## config.mk

```make
export PLATFORM = sky130hd
export DESIGN_NAME = gimb_mul
export DESIGN_NICKNAME = d
export VERILOG_FILES = /design/src/rtl/core/gimb_pkg.sv /design/src/rtl/core/gimb_mul.sv
export SDC_FILE = /design/constraint.sdc
export NUM_CORES = 2
export LEC_CHECK = 0
export BUFFER_PORTS_ARGS = -buffer_cell sky130_fd_sc_hd__buf_2
export CAP_MARGIN = 20
export CORE_MARGIN = 2
export CORE_UTILIZATION = 50
export DETAILED_ROUTE_END_ITERATION = 16
export PLACE_DENSITY = 0.63
export SLEW_MARGIN = 20
export SYNTH_ARGS = -nofsm -noshare
export SYNTH_HDL_FRONTEND = slang
export SYNTH_SLANG_ARGS = --single-unit
```

## constraint.sdc

```tcl
create_clock -name clk -period 19.11 [get_ports clk]
set_clock_uncertainty 0.2 [all_clocks]
set_input_delay 5.733 -clock clk [delete_from_list [all_inputs] [get_ports clk]]
set_output_delay 5.733 -clock clk [all_outputs]
set_load 0.02 [all_outputs]
```

## src/rtl/core/gimb_pkg.sv

```systemverilog
`timescale 1ns / 1ps
// gimb_pkg: widths, fixed point constants, register codes and shared types of the gimbal controller
package gimb_pkg;

  // Q format of every internal value
  localparam int FRAC_BITS = 16;

  // port field widths
  localparam int ACCEL_W    = 25;
  localparam int GYRO_W     = 28;
  localparam int TARGET_W   = 24;
  localparam int GAIN_W     = 23;
  localparam int PULSE_W    = 12;
  localparam int DRIVE_W    = 23;
  localparam int FUSED_W    = 25;
  localparam int CFG_IDX_W  = 3;
  localparam int CFG_DATA_W = 24;

  // datapath widths
  localparam int WORD_W  = 32;
  localparam int SUM_W   = WORD_W + 2;
  localparam int MUL_B_W = 30;
  localparam int PROD_W  = WORD_W + MUL_B_W;

  // gyro scale 1/131 by reciprocal multiply, exact for magnitudes below 2^GYRO_W
  localparam int     GYRO_SCALE  = 131;
  localparam int     RECIP_SHIFT = GYRO_W + $clog2(GYRO_SCALE);
  localparam longint RECIP_M     = ((longint'(1) << RECIP_SHIFT) + GYRO_SCALE - 1) / GYRO_SCALE;
  localparam int     RATE_W      = GYRO_W - $clog2(GYRO_SCALE) + 2;
  localparam int     ROUND_BIAS  = GYRO_SCALE / 2;

  // accel minus offset (offsets stay below 8.0)
  localparam int AOFS_W = ((ACCEL_W > FRAC_BITS + 4) ? ACCEL_W : FRAC_BITS + 4) + 1;

  localparam int SERVO_W = PULSE_W + FRAC_BITS;
  localparam int DRV_W   = FRAC_BITS + 7;

  // filter coefficients, rounded to nearest
  localparam logic signed [MUL_B_W-1:0] K_095 =
    MUL_B_W'(((longint'(95) << FRAC_BITS) + 50) / 100);
  localparam logic signed [MUL_B_W-1:0] K_005 =
    MUL_B_W'(((longint'(5) << FRAC_BITS) + 50) / 100);
  localparam logic signed [MUL_B_W-1:0] K_002 =
    MUL_B_W'(((longint'(2) << FRAC_BITS) + 50) / 100);
  localparam logic signed [MUL_B_W-1:0] K_090 =
    MUL_B_W'(((longint'(90) << FRAC_BITS) + 50) / 100);
  localparam logic signed [MUL_B_W-1:0] K_010 =
    MUL_B_W'(((longint'(10) << FRAC_BITS) + 50) / 100);
  localparam logic signed [MUL_B_W-1:0] K_RECIP = MUL_B_W'(RECIP_M);

  localparam logic signed [AOFS_W-1:0] K_ROLL_OFS =
    AOFS_W'(((longint'(73) << FRAC_BITS) + 5) / 10);
  localparam logic signed [AOFS_W-1:0] K_PITCH_OFS =
    AOFS_W'(((longint'(9) << FRAC_BITS) + 5) / 10);

  localparam logic signed [WORD_W-1:0] K_DEADBAND =
    WORD_W'(((longint'(2) << FRAC_BITS) + 5) / 10);

  // limits
  localparam longint SAT_MAX_L = 64'sd2147483647;
  localparam longint SAT_MIN_L = -64'sd2147483648;
  localparam longint FUSED_L   = longint'(180) << FRAC_BITS;
  localparam logic signed [WORD_W-1:0] SAT_MAX = WORD_W'(SAT_MAX_L);
  localparam logic signed [WORD_W-1:0] SAT_MIN = WORD_W'(SAT_MIN_L);
  localparam logic signed [WORD_W-1:0] LIM_FUSED_HI =
    WORD_W'((FUSED_L > SAT_MAX_L) ? SAT_MAX_L : FUSED_L);
  localparam logic signed [WORD_W-1:0] LIM_FUSED_LO =
    WORD_W'((-FUSED_L < SAT_MIN_L) ? SAT_MIN_L : -FUSED_L);
  localparam logic signed [WORD_W-1:0] LIM_ANGLE_I = WORD_W'(longint'(50) << FRAC_BITS);
  localparam logic signed [WORD_W-1:0] LIM_RATE_I  = WORD_W'(longint'(30) << FRAC_BITS);
  localparam logic signed [WORD_W-1:0] LIM_DRIVE   = WORD_W'(longint'(50) << FRAC_BITS);

  localparam logic [SERVO_W-1:0] SERVO_MID = SERVO_W'(longint'(1500) << FRAC_BITS);
  localparam logic [SERVO_W-1:0] SERVO_MIN = SERVO_W'(longint'(500) << FRAC_BITS);
  localparam logic [SERVO_W-1:0] SERVO_MAX = SERVO_W'(longint'(2500) << FRAC_BITS);
  localparam logic [PULSE_W-1:0] PULSE_MIN = PULSE_W'(500);
  localparam logic [PULSE_W-1:0] PULSE_MAX = PULSE_W'(2500);

  // gain reset values: 2.3, 0.2, 0.005
  localparam logic [GAIN_W-1:0] RST_ANGLE_GAIN_P =
    GAIN_W'(((longint'(23) << FRAC_BITS) + 5) / 10);
  localparam logic [GAIN_W-1:0] RST_RATE_GAIN_P =
    GAIN_W'(((longint'(2) << FRAC_BITS) + 5) / 10);
  localparam logic [GAIN_W-1:0] RST_RATE_GAIN_D =
    GAIN_W'(((longint'(5) << FRAC_BITS) + 500) / 1000);

  // register indexes
  localparam logic [CFG_IDX_W-1:0] REG_ROLL_TARGET  = CFG_IDX_W'(0);
  localparam logic [CFG_IDX_W-1:0] REG_PITCH_TARGET = CFG_IDX_W'(1);
  localparam logic [CFG_IDX_W-1:0] REG_ANGLE_GAIN_P = CFG_IDX_W'(2);
  localparam logic [CFG_IDX_W-1:0] REG_ANGLE_GAIN_I = CFG_IDX_W'(3);
  localparam logic [CFG_IDX_W-1:0] REG_RATE_GAIN_P  = CFG_IDX_W'(4);
  localparam logic [CFG_IDX_W-1:0] REG_RATE_GAIN_I  = CFG_IDX_W'(5);
  localparam logic [CFG_IDX_W-1:0] REG_RATE_GAIN_D  = CFG_IDX_W'(6);

  typedef struct packed {
    logic signed [TARGET_W-1:0] roll_target;
    logic signed [TARGET_W-1:0] pitch_target;
    logic [GAIN_W-1:0]          angle_gain_p;
    logic [GAIN_W-1:0]          angle_gain_i_step;
    logic [GAIN_W-1:0]          rate_gain_p;
    logic [GAIN_W-1:0]          rate_gain_i_step;
    logic [GAIN_W-1:0]          rate_gain_d_step;
  } cfg_regs_t;

  // one request to the shared multiplier
  typedef struct packed {
    logic                       recip;
    logic signed [WORD_W-1:0]   a;
    logic signed [MUL_B_W-1:0]  b;
  } mul_req_t;

endpackage

```

## src/rtl/core/gimb_mul.sv

```systemverilog
`timescale 1ns / 1ps
// gimb_mul: shared multiplier, product register then result register (rounded and saturated, or reciprocal-scaled)
module gimb_mul (
  input  logic                               clk,
  input  logic                               go,
  input  gimb_pkg::mul_req_t                 req,
  output logic signed [gimb_pkg::WORD_W-1:0] res
);
  import gimb_pkg::*;

  localparam logic signed [PROD_W-1:0] RND_BIAS = PROD_W'(longint'(1) << (FRAC_BITS - 1));
  localparam logic signed [PROD_W-1:0] P_SAT_MAX = PROD_W'(SAT_MAX);
  localparam logic signed [PROD_W-1:0] P_SAT_MIN = PROD_W'(SAT_MIN);

  logic signed [PROD_W-1:0] prod;
  logic                     recip;
  logic signed [PROD_W-1:0] rounded;
  logic signed [WORD_W-1:0] q_sat;

  always_ff @(posedge clk) begin
    if (go) begin
      prod  <= req.a * req.b;
      recip <= req.recip;
    end
  end

  // round to nearest, ties up, then saturate to a word
  always_comb begin
    rounded = (prod + RND_BIAS) >>> FRAC_BITS;
    if (rounded > P_SAT_MAX) begin
      q_sat = SAT_MAX;
    end else if (rounded < P_SAT_MIN) begin
      q_sat = SAT_MIN;
    end else begin
      q_sat = WORD_W'(rounded);
    end
  end

  always_ff @(posedge clk) begin
    res <= recip ? WORD_W'(prod >>> RECIP_SHIFT) : q_sat;
  end

endmodule

```

* Yosys cells after proc, flatten, opt, wreduce, memory -nomap -nowiden
Cells that the tools add are included.
** Word-level totals
- Bits of input ports :: 65
- Output and inout bits :: 32
- Word-level logic and storage cells :: 10
- Bits in registers :: 95
** Operators by class
- $add $sub $neg :: 1
- Mux-type cells :: 3
- Multipliers :: 1
- Magnitude comparators :: 2
** Operators with widths (number)
- two-way mux 32 bit :: 3
- adder 62 x 17 -> 62 bit (second input constant) :: 1
- multiplier 32 x 30 -> 62 bit :: 1
- greater-than comparator 46 x 32 -> 1 bit (second input constant) :: 1
- less-than comparator 46 x 32 -> 1 bit (second input constant) :: 1

* Depth between registers and ports, before layout
- Depth in word-level cells :: 5
- Gate-level depth with buffers :: 29
- Mapped depth without buffers :: 27

* Least setup slack after synthesis
OpenSTA, ideal clock, no wires.
- Path kind :: in2reg
- Start :: in req[61] (netlist name)
- End :: reg prod[55] (data pin)
- Stages on the path :: 25
- Data required time :: 18645 ps
- Arrival time :: 12756 ps
- Slack :: 5889 ps
- Library setup time :: 265 ps
- Path buffers :: 1
- Path through :: clkbuf_1 -> nand2_1 -> inv_1 -> fa_1 -> inv_1 -> fa_1 -> inv_1 -> fa_1 -> fa_1 -> fa_1 -> fa_1 -> fa_1 -> inv_1 -> fa_1 -> inv_1 -> ha_1 -> nand4_1 -> nor2_1 -> nand2_1 -> o211ai_1 -> o41ai_1 -> o311ai_2 -> a211o_1 -> a311oi_1 -> a211oi_1
** On the way
- Word-level cells in the longest chain between the ends :: 1
** RTL lines
- start, declared :: line gimb_mul.sv:6 : input gimb_pkg::mul_req_t req,
- multiplier 32 x 30 -> 62 bit :: line gimb_mul.sv:22 : prod <= req.a * req.b;
- end signal, assigned :: line gimb_mul.sv:22
- end, declared :: line gimb_mul.sv:15 : logic signed [PROD_W-1:0] prod;
No other way between the ends.
A chain may end at the register's enable or synchronous reset.

* Worst setup path in the final report
- Start :: in req[3] (netlist name)
- End :: reg prod[55] (data pin)
The elaborated chain is that of the path after synthesis.

==> impl_results.md <==
* Status: completed
* Net count, final at ~5200
* Reg-to-reg critical path startpoint: prod[21]
* Routed WL at roughly 100 mm
* TNS Setup at 0 ns
* Die Area at between 70000 and 80000 µm²
* Area delta synth->final at 3.610%
* Top Ports at 97
* Hold Crit Class: reg -> reg
* Slowest cell delay on critical path at 0.85 ns
* Hold endpoint: res[21]
* Gate Count Post-Synth at between 3000 and 4000
* Die Ht at around 280 µm
* Die X at ~280 µm
* Max-cap violation count at 0
* Skew-Pair Late Insertion Delay at 0.34 ns
* Setup bufs post-CTS at 0
* Asr flop ratio synth at 0
* Reg2Reg Capture Point: res[9]
* RePlAce Congestion at about 0.85
* Type of the worst setup path: in -> reg
* Bufs on Longest Clock Path at 2
* DP Wirelength at 76.69 mm
* DR WL/cell at ~20 µm
* Yosys warning total at 0
* Post-synth cell types at between 60 and 70
* Startpoint Class: input pin
* Max Transition Viols Final at 0
* Post-route ant nets at 0
* Fraction of layout cells with a size suffix above 1 at 0.04340
* Initial drt markers at ~1600
* Number of synthesized flops with an enable pin at 48
* Syn_area_per_cell at 9.373 µm²
* Top FF cell, synth: edfxtp_1
* Sink Count at 80
* First-pass GRT wire length at approximately 160 mm
* Port Buffers at 96
* Vias per cell at 5.319
* DR pass1 iterations at 5
* Final Non-Filler Cells at 4887
* Clock-pin slew on the worst setup and hold paths at 0.06 ns
* #FFs+latches synth at 80
* Starting Density at 0.5037
* DRC at 0
* CP endpoint kind: flop
* Slew HR at 0.2845
* Final setup viols at 0
* CTS Hold Buffers Added at 0
* Worst R2R Setup Slack at ~16 ns
* CTS Buf Count at 9
* Sequential share of the synthesized area at 0.05561
* Crit path max fanout at 32
* Final hold vios at 0
* Leading cell type in the layout, fill and taps excluded: inv_1
* RSZ-0062 raised after global routing: false
* All-Layer GR Usage at 0.2750
* CP max stage cell: fa_1
* Root Buffer: clkbuf_16
* R2R depth at 10
* Syn Nets at around 5200
* Grt total ovfl at 0
* Worst-margin pin slew at between 1 and 1.5 ns
* Final Util at 0.5219
* Placed cells at a little under 5000
* Hold path start: prod[57]
* Most common cell on crit path: fa_1
* Largest net degree at the start of global routing at between 40 and 50
* Final Cycle Share at 0.7409
* Setup crit start: req[3]
* Critical path, cell by cell: buf_2 -> nand2_1 -> inv_1 -> fa_1 -> inv_1 -> fa_1 -> inv_1 -> fa_1 -> fa_1 -> inv_1 -> fa_1 -> inv_1 -> fa_1 -> inv_1 -> fa_1 -> fa_1 -> inv_1 -> ha_1 -> o41ai_1 -> o311ai_2 -> a211o_1 -> a311oi_1 -> a211oi_1
* Vias in the first global route at 29220
* Crit path DAT at between 10 and 15 ns
* Antenna violations before repair at 0
* FMAX at about 71 MHz
* H-tree Lvls at 3
* Total core area at 74320 µm²
* Worst EP required at between 15 and 20 ns
* CTS tree: built
* DR vias at around 26000
* Hold Path Stages at 2
* # rows at 100
* Mapped Area at between 30000 and 40000 µm²
* PostCTS Resize Cnt at 0
* Commonest non-fill, non-tap cells in the layout: 1037 x inv_1, 1013 x fa_1, 572 x nand2_1
* Fin crit period at about 14 ns
## sequential cells by signal (all words and copies together) (netlist names)
register,count
recip,1
res,32
prod,47
## through the flow
step	setup WS [ns]	instance area (µm²)	hold slack (ns)
after floorplan	5.889	37440	0.2917
after global placement	4.822	38470	0.3640
after detailed placement	4.661	38470	0.3576
after CTS	4.963	38790	0.3750
after global routing	4.496	38790	0.4129
final	4.952	38790	0.3753
## critical path: cells and delay by family
kind / cells / cell delay [ns]
compound gates: 5 / 1.72
fa+ha+maj: 9 / 4.54
buf+inv: 8 / 1.76
simple gates: 1 / 0.26
## cell usage after synthesis, drive strengths merged, types with 9 or more instances
cell,n,area [µm²]
xnor2,59,516.8
nand3,31,155.2
a21o,21,157.7
dfxtp,32,640.6
ha,175,2190
a211oi,9,77.57
inv,1037,3892
nor3,13,86.34
o21bai,12,90.09
and3,14,87.58
nor2,58,217.7
fa,1013,20280
clkbuf,202,758.2
a21oi,48,240.2
nand4,23,180.2
o211ai,33,317.8
xor2,37,324.1
nand2b,15,93.84
a31oi,10,90.08
nand2,572,2147
and2,427,2671
edfxtp,48,1441
o21ai,39,217.7
## worst max-delay path by stage
stage                     depth (start not counted)       end
final                                            23  prod[55]
after global routing                             23  prod[54]
after CTS                                        23  prod[55]
after detailed placement                         23  prod[55]
after global placement                           23  prod[55]
after floorplan                                  25  prod[55]
## cell families after synthesis
kind of cell / synth area share
and+or+nand+nor: 0.1563
AOI/OAI and AO/OA: 0.03927
muxes: 0.0006015
xor gates and xnor gates: 0.02246
DFF: 0.05561
buffers and inverters: 0.1256
adders and majority gates: 0.6002
## area by class of cell
type                            instances  area, µm²
Clock inverter                          1      5.005
Clock buffer                           15      310.3
Antenna cell                            1      2.502
Multi-Input combinational cell       2668      30650
Inverter                             1037       3892
Sequential cell                        80       2082
Tap cell                              969       1212
Timing Repair Buffer                  116      630.6
Fill cell                            6947      35530
## metal layers
layer / routed length [µm] / up-vias / GRT usage
met5: 0 / - / 0
met2: 49200 / 885 / 0.4750
met1: 41390 / 13671 / 0.3673
li1: - / 11272 / -
met4: 3011 / 0 / 0.07623
met3: 6355 / 166 / 0.03377
Power is left out: the tool's default activity adds up to more than one toggle a clock period on the data nets, which glitch-free logic cannot reach.
