==> src/rtl/core/gimb_pkg.sv <==
`timescale 1ns / 1ps
// gimb_pkg: widths, fixed point constants, register codes and shared types of the gimbal controller
package gimb_pkg;

  // Q format of every internal value
  localparam int FRAC_BITS = 16;

  // port field widths
  localparam int ACCEL_W    = 25;
  localparam int GYRO_W     = 28;
  localparam int TARGET_W   = 24;
  localparam int GAIN_W     = 23;
  localparam int PULSE_W    = 12;
  localparam int DRIVE_W    = 23;
  localparam int FUSED_W    = 25;
  localparam int CFG_IDX_W  = 3;
  localparam int CFG_DATA_W = 24;

  // datapath widths
  localparam int WORD_W  = 32;
  localparam int SUM_W   = WORD_W + 2;
  localparam int MUL_B_W = 30;
  localparam int PROD_W  = WORD_W + MUL_B_W;

  // gyro scale 1/131 by reciprocal multiply, exact for magnitudes below 2^GYRO_W
  localparam int     GYRO_SCALE  = 131;
  localparam int     RECIP_SHIFT = GYRO_W + $clog2(GYRO_SCALE);
  localparam longint RECIP_M     = ((longint'(1) << RECIP_SHIFT) + GYRO_SCALE - 1) / GYRO_SCALE;
  localparam int     RATE_W      = GYRO_W - $clog2(GYRO_SCALE) + 2;
  localparam int     ROUND_BIAS  = GYRO_SCALE / 2;

  // accel minus offset (offsets stay below 8.0)
  localparam int AOFS_W = ((ACCEL_W > FRAC_BITS + 4) ? ACCEL_W : FRAC_BITS + 4) + 1;

  localparam int SERVO_W = PULSE_W + FRAC_BITS;
  localparam int DRV_W   = FRAC_BITS + 7;

  // filter coefficients, rounded to nearest
  localparam logic signed [MUL_B_W-1:0] K_095 =
    MUL_B_W'(((longint'(95) << FRAC_BITS) + 50) / 100);
  localparam logic signed [MUL_B_W-1:0] K_005 =
    MUL_B_W'(((longint'(5) << FRAC_BITS) + 50) / 100);
  localparam logic signed [MUL_B_W-1:0] K_002 =
    MUL_B_W'(((longint'(2) << FRAC_BITS) + 50) / 100);
  localparam logic signed [MUL_B_W-1:0] K_090 =
    MUL_B_W'(((longint'(90) << FRAC_BITS) + 50) / 100);
  localparam logic signed [MUL_B_W-1:0] K_010 =
    MUL_B_W'(((longint'(10) << FRAC_BITS) + 50) / 100);
  localparam logic signed [MUL_B_W-1:0] K_RECIP = MUL_B_W'(RECIP_M);

  localparam logic signed [AOFS_W-1:0] K_ROLL_OFS =
    AOFS_W'(((longint'(73) << FRAC_BITS) + 5) / 10);
  localparam logic signed [AOFS_W-1:0] K_PITCH_OFS =
    AOFS_W'(((longint'(9) << FRAC_BITS) + 5) / 10);

  localparam logic signed [WORD_W-1:0] K_DEADBAND =
    WORD_W'(((longint'(2) << FRAC_BITS) + 5) / 10);

  // limits
  localparam longint SAT_MAX_L = 64'sd2147483647;
  localparam longint SAT_MIN_L = -64'sd2147483648;
  localparam longint FUSED_L   = longint'(180) << FRAC_BITS;
  localparam logic signed [WORD_W-1:0] SAT_MAX = WORD_W'(SAT_MAX_L);
  localparam logic signed [WORD_W-1:0] SAT_MIN = WORD_W'(SAT_MIN_L);
  localparam logic signed [WORD_W-1:0] LIM_FUSED_HI =
    WORD_W'((FUSED_L > SAT_MAX_L) ? SAT_MAX_L : FUSED_L);
  localparam logic signed [WORD_W-1:0] LIM_FUSED_LO =
    WORD_W'((-FUSED_L < SAT_MIN_L) ? SAT_MIN_L : -FUSED_L);
  localparam logic signed [WORD_W-1:0] LIM_ANGLE_I = WORD_W'(longint'(50) << FRAC_BITS);
  localparam logic signed [WORD_W-1:0] LIM_RATE_I  = WORD_W'(longint'(30) << FRAC_BITS);
  localparam logic signed [WORD_W-1:0] LIM_DRIVE   = WORD_W'(longint'(50) << FRAC_BITS);

  localparam logic [SERVO_W-1:0] SERVO_MID = SERVO_W'(longint'(1500) << FRAC_BITS);
  localparam logic [SERVO_W-1:0] SERVO_MIN = SERVO_W'(longint'(500) << FRAC_BITS);
  localparam logic [SERVO_W-1:0] SERVO_MAX = SERVO_W'(longint'(2500) << FRAC_BITS);
  localparam logic [PULSE_W-1:0] PULSE_MIN = PULSE_W'(500);
  localparam logic [PULSE_W-1:0] PULSE_MAX = PULSE_W'(2500);

  // gain reset values: 2.3, 0.2, 0.005
  localparam logic [GAIN_W-1:0] RST_ANGLE_GAIN_P =
    GAIN_W'(((longint'(23) << FRAC_BITS) + 5) / 10);
  localparam logic [GAIN_W-1:0] RST_RATE_GAIN_P =
    GAIN_W'(((longint'(2) << FRAC_BITS) + 5) / 10);
  localparam logic [GAIN_W-1:0] RST_RATE_GAIN_D =
    GAIN_W'(((longint'(5) << FRAC_BITS) + 500) / 1000);

  // register indexes
  localparam logic [CFG_IDX_W-1:0] REG_ROLL_TARGET  = CFG_IDX_W'(0);
  localparam logic [CFG_IDX_W-1:0] REG_PITCH_TARGET = CFG_IDX_W'(1);
  localparam logic [CFG_IDX_W-1:0] REG_ANGLE_GAIN_P = CFG_IDX_W'(2);
  localparam logic [CFG_IDX_W-1:0] REG_ANGLE_GAIN_I = CFG_IDX_W'(3);
  localparam logic [CFG_IDX_W-1:0] REG_RATE_GAIN_P  = CFG_IDX_W'(4);
  localparam logic [CFG_IDX_W-1:0] REG_RATE_GAIN_I  = CFG_IDX_W'(5);
  localparam logic [CFG_IDX_W-1:0] REG_RATE_GAIN_D  = CFG_IDX_W'(6);

  typedef struct packed {
    logic signed [TARGET_W-1:0] roll_target;
    logic signed [TARGET_W-1:0] pitch_target;
    logic [GAIN_W-1:0]          angle_gain_p;
    logic [GAIN_W-1:0]          angle_gain_i_step;
    logic [GAIN_W-1:0]          rate_gain_p;
    logic [GAIN_W-1:0]          rate_gain_i_step;
    logic [GAIN_W-1:0]          rate_gain_d_step;
  } cfg_regs_t;

  // one request to the shared multiplier
  typedef struct packed {
    logic                       recip;
    logic signed [WORD_W-1:0]   a;
    logic signed [MUL_B_W-1:0]  b;
  } mul_req_t;

endpackage

==> src/rtl/core/gimb_if.sv <==


interface gimb_cfg_if;
  import gimb_pkg::*;
  logic                  valid;
  logic                  ready;
  logic [CFG_IDX_W-1:0]  index;
  logic [CFG_DATA_W-1:0] data;
  modport source (output valid, index, data, input ready);
  modport sink (input valid, index, data, output ready);
endinterface

==> src/rtl/core/gimb_cfg_regs.sv <==
`timescale 1ns / 1ps
// gimb_cfg_regs: setpoint and gain registers, written through the register channel
module gimb_cfg_regs (
  input  logic                clk,
  input  logic                rst,
  gimb_cfg_if.sink            cfg,
  output gimb_pkg::cfg_regs_t regs
);
  import gimb_pkg::*;

  assign cfg.ready = 1'b1;

  always_ff @(posedge clk) begin
    if (rst) begin
      regs.roll_target       <= '0;
      regs.pitch_target      <= '0;
      regs.angle_gain_p      <= RST_ANGLE_GAIN_P;
      regs.angle_gain_i_step <= '0;
      regs.rate_gain_p       <= RST_RATE_GAIN_P;
      regs.rate_gain_i_step  <= '0;
      regs.rate_gain_d_step  <= RST_RATE_GAIN_D;
    end else if (cfg.valid && cfg.ready) begin
      case (cfg.index)
        REG_ROLL_TARGET:  regs.roll_target       <= TARGET_W'(cfg.data);
        REG_PITCH_TARGET: regs.pitch_target      <= TARGET_W'(cfg.data);
        REG_ANGLE_GAIN_P: regs.angle_gain_p      <= cfg.data[GAIN_W-1:0];
        REG_ANGLE_GAIN_I: regs.angle_gain_i_step <= cfg.data[GAIN_W-1:0];
        REG_RATE_GAIN_P:  regs.rate_gain_p       <= cfg.data[GAIN_W-1:0];
        REG_RATE_GAIN_I:  regs.rate_gain_i_step  <= cfg.data[GAIN_W-1:0];
        REG_RATE_GAIN_D:  regs.rate_gain_d_step  <= cfg.data[GAIN_W-1:0];
        default: ;  // unused index, write dropped
      endcase
    end
  end

endmodule

==> src/flat_wrapper.sv <==
// flat-port wrapper written by rule: the top's interface ports become plain ports
module gimb_cfg_regs_flat import gimb_pkg::*;
  (clk, rst, regs, cfg_valid, cfg_index, cfg_data, cfg_ready);
  gimb_cfg_if cfg_i ();
  input  logic clk;
  input  logic rst;
  output gimb_pkg::cfg_regs_t regs;
  input wire logic [$bits(cfg_i.valid)-1:0] cfg_valid;
  input wire logic [$bits(cfg_i.index)-1:0] cfg_index;
  input wire logic [$bits(cfg_i.data)-1:0] cfg_data;
  output wire logic [$bits(cfg_i.ready)-1:0] cfg_ready;
  assign cfg_i.valid = cfg_valid;
  assign cfg_i.index = cfg_index;
  assign cfg_i.data = cfg_data;
  assign cfg_ready = cfg_i.ready;
  gimb_cfg_regs u_core (.clk(clk), .rst(rst), .cfg(cfg_i), .regs(regs));
endmodule
==> config.mk <==
export PLATFORM = sky130hd
export DESIGN_NAME = gimb_cfg_regs_flat
export DESIGN_NICKNAME = d
export VERILOG_FILES = /design/src/rtl/core/gimb_pkg.sv /design/src/rtl/core/gimb_if.sv /design/src/rtl/core/gimb_cfg_regs.sv /design/src/flat_wrapper.sv
export SDC_FILE = /design/constraint.sdc
export NUM_CORES = 1
export LEC_CHECK = 0
export BUFFER_PORTS_ARGS = -buffer_cell sky130_fd_sc_hd__buf_4
export CAP_MARGIN = 10
export CORE_MARGIN = 2
export CORE_UTILIZATION = 50
export CTS_BUF_LIST = sky130_fd_sc_hd__clkbuf_4 sky130_fd_sc_hd__clkbuf_8
export CTS_CLUSTER_SIZE = 16
export DETAILED_ROUTE_END_ITERATION = 6
export GPL_ROUTABILITY_DRIVEN = 0
export PLACE_DENSITY = 0.84
export SLEW_MARGIN = 20
export SYNTH_ARGS = -nofsm -noshare
export SYNTH_HDL_FRONTEND = slang
export SYNTH_SLANG_ARGS = --single-unit
export TNS_END_PERCENT = 1
==> constraint.sdc <==
create_clock -name clk -period 2.4 [get_ports clk]
set_input_delay 0.24 -clock clk [delete_from_list [all_inputs] [get_ports clk]]
set_output_delay 0.24 -clock clk [all_outputs]
set_load 0.005 [all_outputs]
# Word-level counts from Yosys, hierarchy flattened
# Cells that the tools add are included.
dict set report classes {
  eq_ne 6
  n_reduce_logical 8
}
# cell n
set ops {}
lappend ops {{$reduce_and 2->1} 7}
lappend ops {{$eq 3x3->1 const B} 3}
lappend ops {{$eq 3x2->1 const B} 2}
lappend ops {{$eq 3x1->1 const B} 1}
lappend ops {{$logic_not 3->1} 1}
dict set report word_totals {
  reg_bits 163
  inputBits 30
  out_inout_bits 164
  wordCells 21
}

# Depth between registers and ports, before layout
# Gate-level depths: netlist of the first run.
dict set report logic_depth {
  word_depth 2
  depth_mapped 5
  ltp_nobuf 2
}

# Least setup slack after synthesis of the first run
# Ideal clock, no wire load.
dict set report synth_path {
  path_kind {in2reg}
  start {in cfg_index[1]}
  end {reg u_core.regs[140] (netlist name)}
  setup_time_ns 0.124
  arrival_time_ns 1.147
  required_ns 2.276
  setup_slack_ns 1.130
  cell_stages 4
  path_buffers 2
  path_cell_list {buf_6 > or4b_4 > buf_6 > mux2i_1}
}
dict set report synth_between {
  elab_chain_cells 2
}
# element line_no
set synth_lines {}
lappend synth_lines {{from (decl)} flat_wrapper.sv:9} ;# input wire logic [$bits(cfg_i.index)-1:0] cfg_index;
lappend synth_lines {{$logic_not 3->1} gimb_cfg_regs.sv:23} ;# case (cfg.index)
lappend synth_lines {{$reduce_and 2->1 (no line)} --}
# Every way passes these cells.
# A chain may end at the register's enable or synchronous reset.

# Worst setup path in the final report of the first run
dict set report layout_path {
  start {reg u_core.regs[65] (netlist name)}
  end {out regs[65] (netlist bit)}
}
# element line_no
set layout_lines {}
lappend layout_lines {{to (decl)} flat_wrapper.sv:7} ;# output gimb_pkg::cfg_regs_t regs;
# No word-level cell between the ends.

==> results.ini, run 1 <==
[logic_synthesis]
synth_seq_cells = 163
synth_warnings = 0
synth-edff-count = 0
yosysMostFrequentCell = nand2b_1
syn-num-nets = 615
synth_flop_cell = dfxtp_1
syn_area_per_cell_um2 = 11.0
synthTopCellsByCount = nand2b_1 (167), dfxtp_1 (163), mux2i_1 (163)
seq_area_frac_synth_pct = 50.7
synthCells = 585
yosysTopAreaCell = dfxtp_1
synth-async-reset-ratio_pct = 0
synth_cell_types = 14
yosys.area.top_type_share_pct = 50.7
netlist_area_um2 = 6430
synthTopCellsByArea = dfxtp_1 (51%), mux2i_1 (25%), nand2b_1 (16%), nor2_1 (2.1%), clkbuf_1 (1.3%)

[final_layout]
finalNetCount = 801
largest-register = u_core.regs
area_growth_pct = 31.6
diodes = 0
largest_register_ffs = 163
stdcell_area_um2 = 8460
drive_above_1_share_pct = 31.8
reg.largest.list = u_core.regs (163)

[worst_hold_path]
hold_depth = 3
hold_class = in -> reg

[pwr]
power.share.sequential_pct = 53.5
p_comb_share_pct = 8.3
swShare_pct = 23.1
internal_power_mw = 4.03
clkPwrFrac_pct = 38.2
p_switching_mw = 1.21
power_density_nw_per_um2 = 618
peakVddDrop_mv = 0.428
p_leak_nw = 4.24

[setup_path]
rrSetupSlack_ns = 1.73
crit_fanout = 2
path_cells = buf_4
crit_family = flip-flops
ff2ff_path_depth = 2
worstSetupStartpoint = u_core.regs[65]$_SDFFE_PP0P_
slowest_delay_ns = 0.38
cp_num_buf_inv = 1
worstPathRequired_ns = 2.16
endpoint_kind = primary output
crit_cells = 1
path_class = reg -> out
start_kind = register
r2r_start = u_core.regs[56]$_SDFFE_PP0P_
r2r-end = u_core.regs[56]$_SDFFE_PP0P_
endpoint = regs[65]
arrival_ns = 0.95
cp_slowest_cell = dfxtp_1

[sta]
finalCriticalPeriod_ns = 1.19
worstMarginPinSlew_ns = 0.562
fmaxAchievable_ghz = 0.837
hold_slack_ns = 0.0716
setup_viol = 0
slew_headroom_pct = 62.3
fin_skew_ns = 0
rsz0062_at_grt = false
fin_crit_sh_pct = 49.8
hold_violations = 0
report.final.slew_viol_count = 0
tns_ns = 0

[clock_network]
clk_pin_slew_worst_paths_ns = 0.08
root_buffer = clkbuf_8
clk_latency_ns = 0.44
clk_path_buf_depth = 2
htree_levels = 4
cts_tree = done
cts_made_buffers = 17
postCtsHoldBufs = 0
cts_resized = 0
cts_setup_buffers = 0
clkSinkCount = 163

[route]
drtAntennaViolNets = 0
drt-wirelength-per-cell_um = 17.2
dr_total_vias = 4756
viasPerCell = 4.97
drc_errors = 0
drt_iter0_markers = 315
wirelength_um = 16400
drtPass1Iterations = 4

[floorplanning]
start_util_pct = 51.2
top_level_ports = 194
die_area_um2 = 13800
coreArea_um2 = 12600
die_h_um = 117
die_w_um = 117
num_rows = 41

[placement]
port_buffers = 192
place_area_um2 = 8060
hpwl_um = 11900

[job]
maxCapViolCount = 0

[grt]
gr-total-overflow = 0
grt_pass1_wl_um = 26300
grt_usage_pct = 24.1
grt_pass1_vias = 5048
grt_max_degree = 85
antenna_found_initial = 0

[status]
status = finished, final reports clean

==> layout by cell type, fill, tap and decap left out <==
master / instances
buf_12: 2
buf_4: 209
bufinv_16: 2
clkbuf_4: 3
clkbuf_8: 20
clkinv_2: 4
clkinv_4: 1
clkinvlp_4: 2
conb_1: 1
dfxtp_1: 163
mux2i_1: 163
nand2b_1: 167
nand4b_1: 3
nand4bb_1: 2
nand4bb_2: 1
nor2_1: 36
nor4b_4: 1
nor4bb_2: 2
nor4bb_4: 1
or4b_4: 1
==> per-stage QoR <==
| step | util [%] | setup WS (ns) | power (mW) | cells |
|---|---|---|---|---|
| final | 67.3 | 1.21 | 5.23 | 956 |
| after detailed placement | 64.2 | 0.808 | 3.30 | 924 |
| after CTS | 67.3 | 1.19 | 5.27 | 956 |
| after global placement | 64.2 | 0.846 | 3.28 | 924 |
| after floorplan | - | 1.13 | 3.09 | 585 |
| after global routing | 67.3 | 1.14 | 5.43 | 956 |
==> power groups by stage <==
stage / logic [mW] / registers, mW / clock network [mW]
3_5_place_dp: 0.437 / 2.86 / 0
5_1_grt: 0.468 / 2.80 / 2.16
2_1_floorplan: 0.230 / 2.86 / 0
4_1_cts: 0.439 / 2.80 / 2.04
6_report: 0.435 / 2.80 / 2.00
3_3_place_gp: 0.425 / 2.86 / 0
==> kinds of logic after synthesis <==
family | share of synthesized area [%]
mux | 25.4
buf+inv | 3.50
other cells | 0.0583
simple gates | 20.3
flops | 50.7
==> how the worst min path moves through the flow <==
stage                     slack [ns]                            end                           from
final                           0.07   u_core.regs[99]$_SDFFE_PP1P_                    cfg_data[7]
after detailed placement        0.46  u_core.regs[120]$_SDFFE_PP0P_  u_core.regs[120]$_SDFFE_PP0P_
after global placement          0.46   u_core.regs[84]$_SDFFE_PP0P_   u_core.regs[84]$_SDFFE_PP0P_
after global routing            0.04   u_core.regs[94]$_SDFFE_PP1P_                    cfg_data[2]
after CTS                       0.05   u_core.regs[99]$_SDFFE_PP1P_                    cfg_data[7]
after floorplan                 0.41  u_core.regs[102]$_SDFFE_PP1P_                   cfg_data[10]
==> final cells by class <==
type,instances,area [um2]
Fill cell,1007,4100
Clock inverter,9,104
Tap cell,172,215
Sequential cell,163,3260
Clock buffer,23,298
Timing Repair Buffer,211,1610
Multi-Input combinational cell,378,2980
==> metal layers <==
layer | routed length, um | up-vias | share of wire (%) | GRT usage [%]
li1 | - | 2298 | - | -
met1 | 6880 | 2283 | 42 | 27.9
met2 | 8060 | 155 | 49 | 40.9
met3 | 1270 | 20 | 7.7 | 9.87
met4 | 233 | 0 | 1.4 | 7.00
met5 | 0 | - | 0 | 0
(Power assumes the default switching activity.)
==> inputs of run 2 (changes only) <==
==> constraint.sdc (replaced) <==
create_clock -name clk -period 1.1 [get_ports clk]
set_input_delay 0.11 -clock clk [delete_from_list [all_inputs] [get_ports clk]]
set_output_delay 0.11 -clock clk [all_outputs]
set_load 0.005 [all_outputs]
==> results.ini, run 2 (synthesis results as in run 1) <==
[status]
status = finished, final reports clean

[final_layout]
largest_register_ffs = 163  ; unchanged
finalNonFillerCells = 984  ; +2.9%
final_common_cell = buf_4
reg.largest.list = u_core.regs (163)
layout_common_cells = buf_4 (214), nand2b_1 (167), mux2i_1 (163)
nFillCells = 944  ; -6.3%
drive_above_1_share_pct = 32.6  ; +0.88 points
area_growth_pct = 38.0
diodes = 0  ; unchanged
multi_input_area_um2 = 2980  ; unchanged
stdcell_area_um2 = 8870  ; +4.8%
final-seq-area_um2 = 3270  ; +0.19%
largest-register = u_core.regs
finalNetCount = 832  ; +3.9%

[setup_path]
slowest_delay_ns = 0.37  ; about the same
crit_family = flip-flops
endpoint_kind = primary output
arrival_ns = 0.94  ; about the same
worstPathRequired_ns = 0.99  ; -1.17 ns
cp_slowest_cell = dfxtp_1
path_class = reg -> out
crit_fanout = 2  ; unchanged
start_kind = register
rrSetupSlack_ns = 0.31  ; -1.42 ns
path_cells = buf_4
cp_num_buf_inv = 1  ; unchanged

[clock_network]
cts_made_buffers = 17  ; unchanged
clk_path_buf_depth = 2  ; unchanged
clkSinkCount = 163  ; unchanged
htree_levels = 4  ; unchanged
root_buffer = clkbuf_8
clk_pin_slew_worst_paths_ns = 0.08  ; about the same
cts_setup_buffers = 0  ; unchanged
clk_latency_ns = 0.44  ; about the same
cts_tree = done

[grt]
grt_pass1_wl_um = 26800  ; +1.8%
grt_usage_pct = 24.5  ; +0.44 points
antenna_found_initial = 0  ; unchanged
grt_max_degree = 60  ; -29%
gr-total-overflow = 0  ; unchanged
grt_pass1_vias = 5141  ; +1.8%

[floorplanning]
start_util_pct = 51.2  ; unchanged
num_rows = 41  ; unchanged
die_w_um = 117  ; unchanged
die_h_um = 117  ; unchanged
coreArea_um2 = 12600  ; unchanged
top_level_ports = 194  ; unchanged
die_area_um2 = 13800  ; unchanged

[placement]
place_area_um2 = 8280  ; +2.7%
port_buffers = 192  ; unchanged
hpwl_um = 11900  ; +0.11%
post-place-cells = 938  ; +1.5%

[pwr]
power.share.sequential_pct = 51.9  ; -1.6 points
swShare_pct = 21.9  ; -1.2 points
p_leak_nw = 4.43  ; +4.4%
internal_power_mw = 9.18  ; +130%
p_switching_mw = 2.58  ; +110%
p_comb_share_pct = 9.2  ; +0.9 points
power_density_nw_per_um2 = 1330  ; +110%
clkPwrFrac_pct = 38.9  ; +0.7 points
peakVddDrop_mv = 0.822  ; +92%

[sta]
fmaxAchievable_ghz = 0.952
hold_violations = 0  ; unchanged
fin_skew_ns = 0  ; unchanged
fin_crit_sh_pct = 95.5
finalCriticalPeriod_ns = 1.05
report.final.slew_viol_count = 0  ; unchanged
tns_ns = 0  ; unchanged
rsz0062_at_grt = false
setup_viol = 0  ; unchanged

[route]
drc_errors = 0  ; unchanged
drtPass1Iterations = 4  ; unchanged
drt-wirelength-per-cell_um = 17.1  ; -0.83%
dr_total_vias = 4937  ; +3.8%
wirelength_um = 16800  ; +2.1%
drt_iter0_markers = 338  ; +7.3%
drtAntennaViolNets = 0  ; unchanged
viasPerCell = 5.02  ; +0.85%

[worst_hold_path]
hold_class = in -> reg

[job]
maxCapViolCount = 0  ; unchanged

## run 2: changes by cell type in the layout (fill, tap and decap cells not counted), sizes merged
cell	before	now
dlygate4sd3	0	17
bufinv	2	3
clkinv	5	0
clkbuf	23	25
buf	211	225
clkinvlp	2	1
## run 2: final timing paths
kind,from,to,depth (start not counted)
worst max register to register,u_core.regs[103]$_SDFFE_PP1P_,u_core.regs[103]$_SDFFE_PP1P_,2
worst min-delay path,cfg_data[22],u_core.regs[45]$_SDFFE_PP0P_,3
worst max-delay path,u_core.regs[7]$_SDFFE_PP0P_,regs[7],1
worst min register to register,u_core.regs[66]$_SDFFE_PP0P_,u_core.regs[66]$_SDFFE_PP0P_,2
## run 2: timing repair
item / CTS / global route
resized for setup: 0 / 5
hold endpoints to repair: 22 / 0
endpoints found under the setup margin: 0 / 5
hold buffers: 17 / 0
## run 2: power by group through the flow
| stage | sequential [mW] | clock, mW | combinational, mW |
|---|---|---|---|
| 6_report | 6.11 | 4.58 | 1.08 |
| 3_5_place_dp | 6.24 | 0 | 1.03 |
| 5_1_grt | 6.12 | 4.90 | 1.15 |
| 3_3_place_gp | 6.24 | 0 | 0.999 |
| 4_1_cts | 6.10 | 4.66 | 1.08 |
| 2_1_floorplan | 6.24 | 0 | 0.501 |
## run 2: layout make-up
type                       count  share of cell area [%]
tap                          172                    2.43
clock buffer                  25                    3.60
sequential                   163                    36.8
timing repair buffer         242                    22.5
clock inverter                 4                    1.10
multi-input combinational    378                    33.5
## run 2: metrics by stage
step           hold slack [ns]  util (%)  setup WS, ns  total power, mW
2_1_floorplan            0.277         -       -0.0404             6.74
3_3_place_gp             0.381      65.9        -0.104             7.23
3_5_place_dp             0.386      65.9        -0.126             7.27
4_1_cts                 0.0479      70.6        0.0165             11.8
5_1_grt                 0.0888      70.6       0.00399             12.2
6_report                0.0840      70.6        0.0499             11.8
## run 2: worst reg2reg max path: cells and delay by family, from the launching register on
| family | cells | cell delay [ns] |
|---|---|---|
| AND/OR/NAND/NOR | 1 | 0.07 |
| flip-flops | 1 | 0.36 |
| multiplexers | 1 | 0.25 |
## run 2: layer usage
metal	share of wire [%]	GRT usage, %	vias to the layer above
li1	-	-	2366
met1	41	28.1	2375
met2	50	42.1	167
met3	6.8	7.83	29
met4	2.2	10.3	0
met5	0	0	-
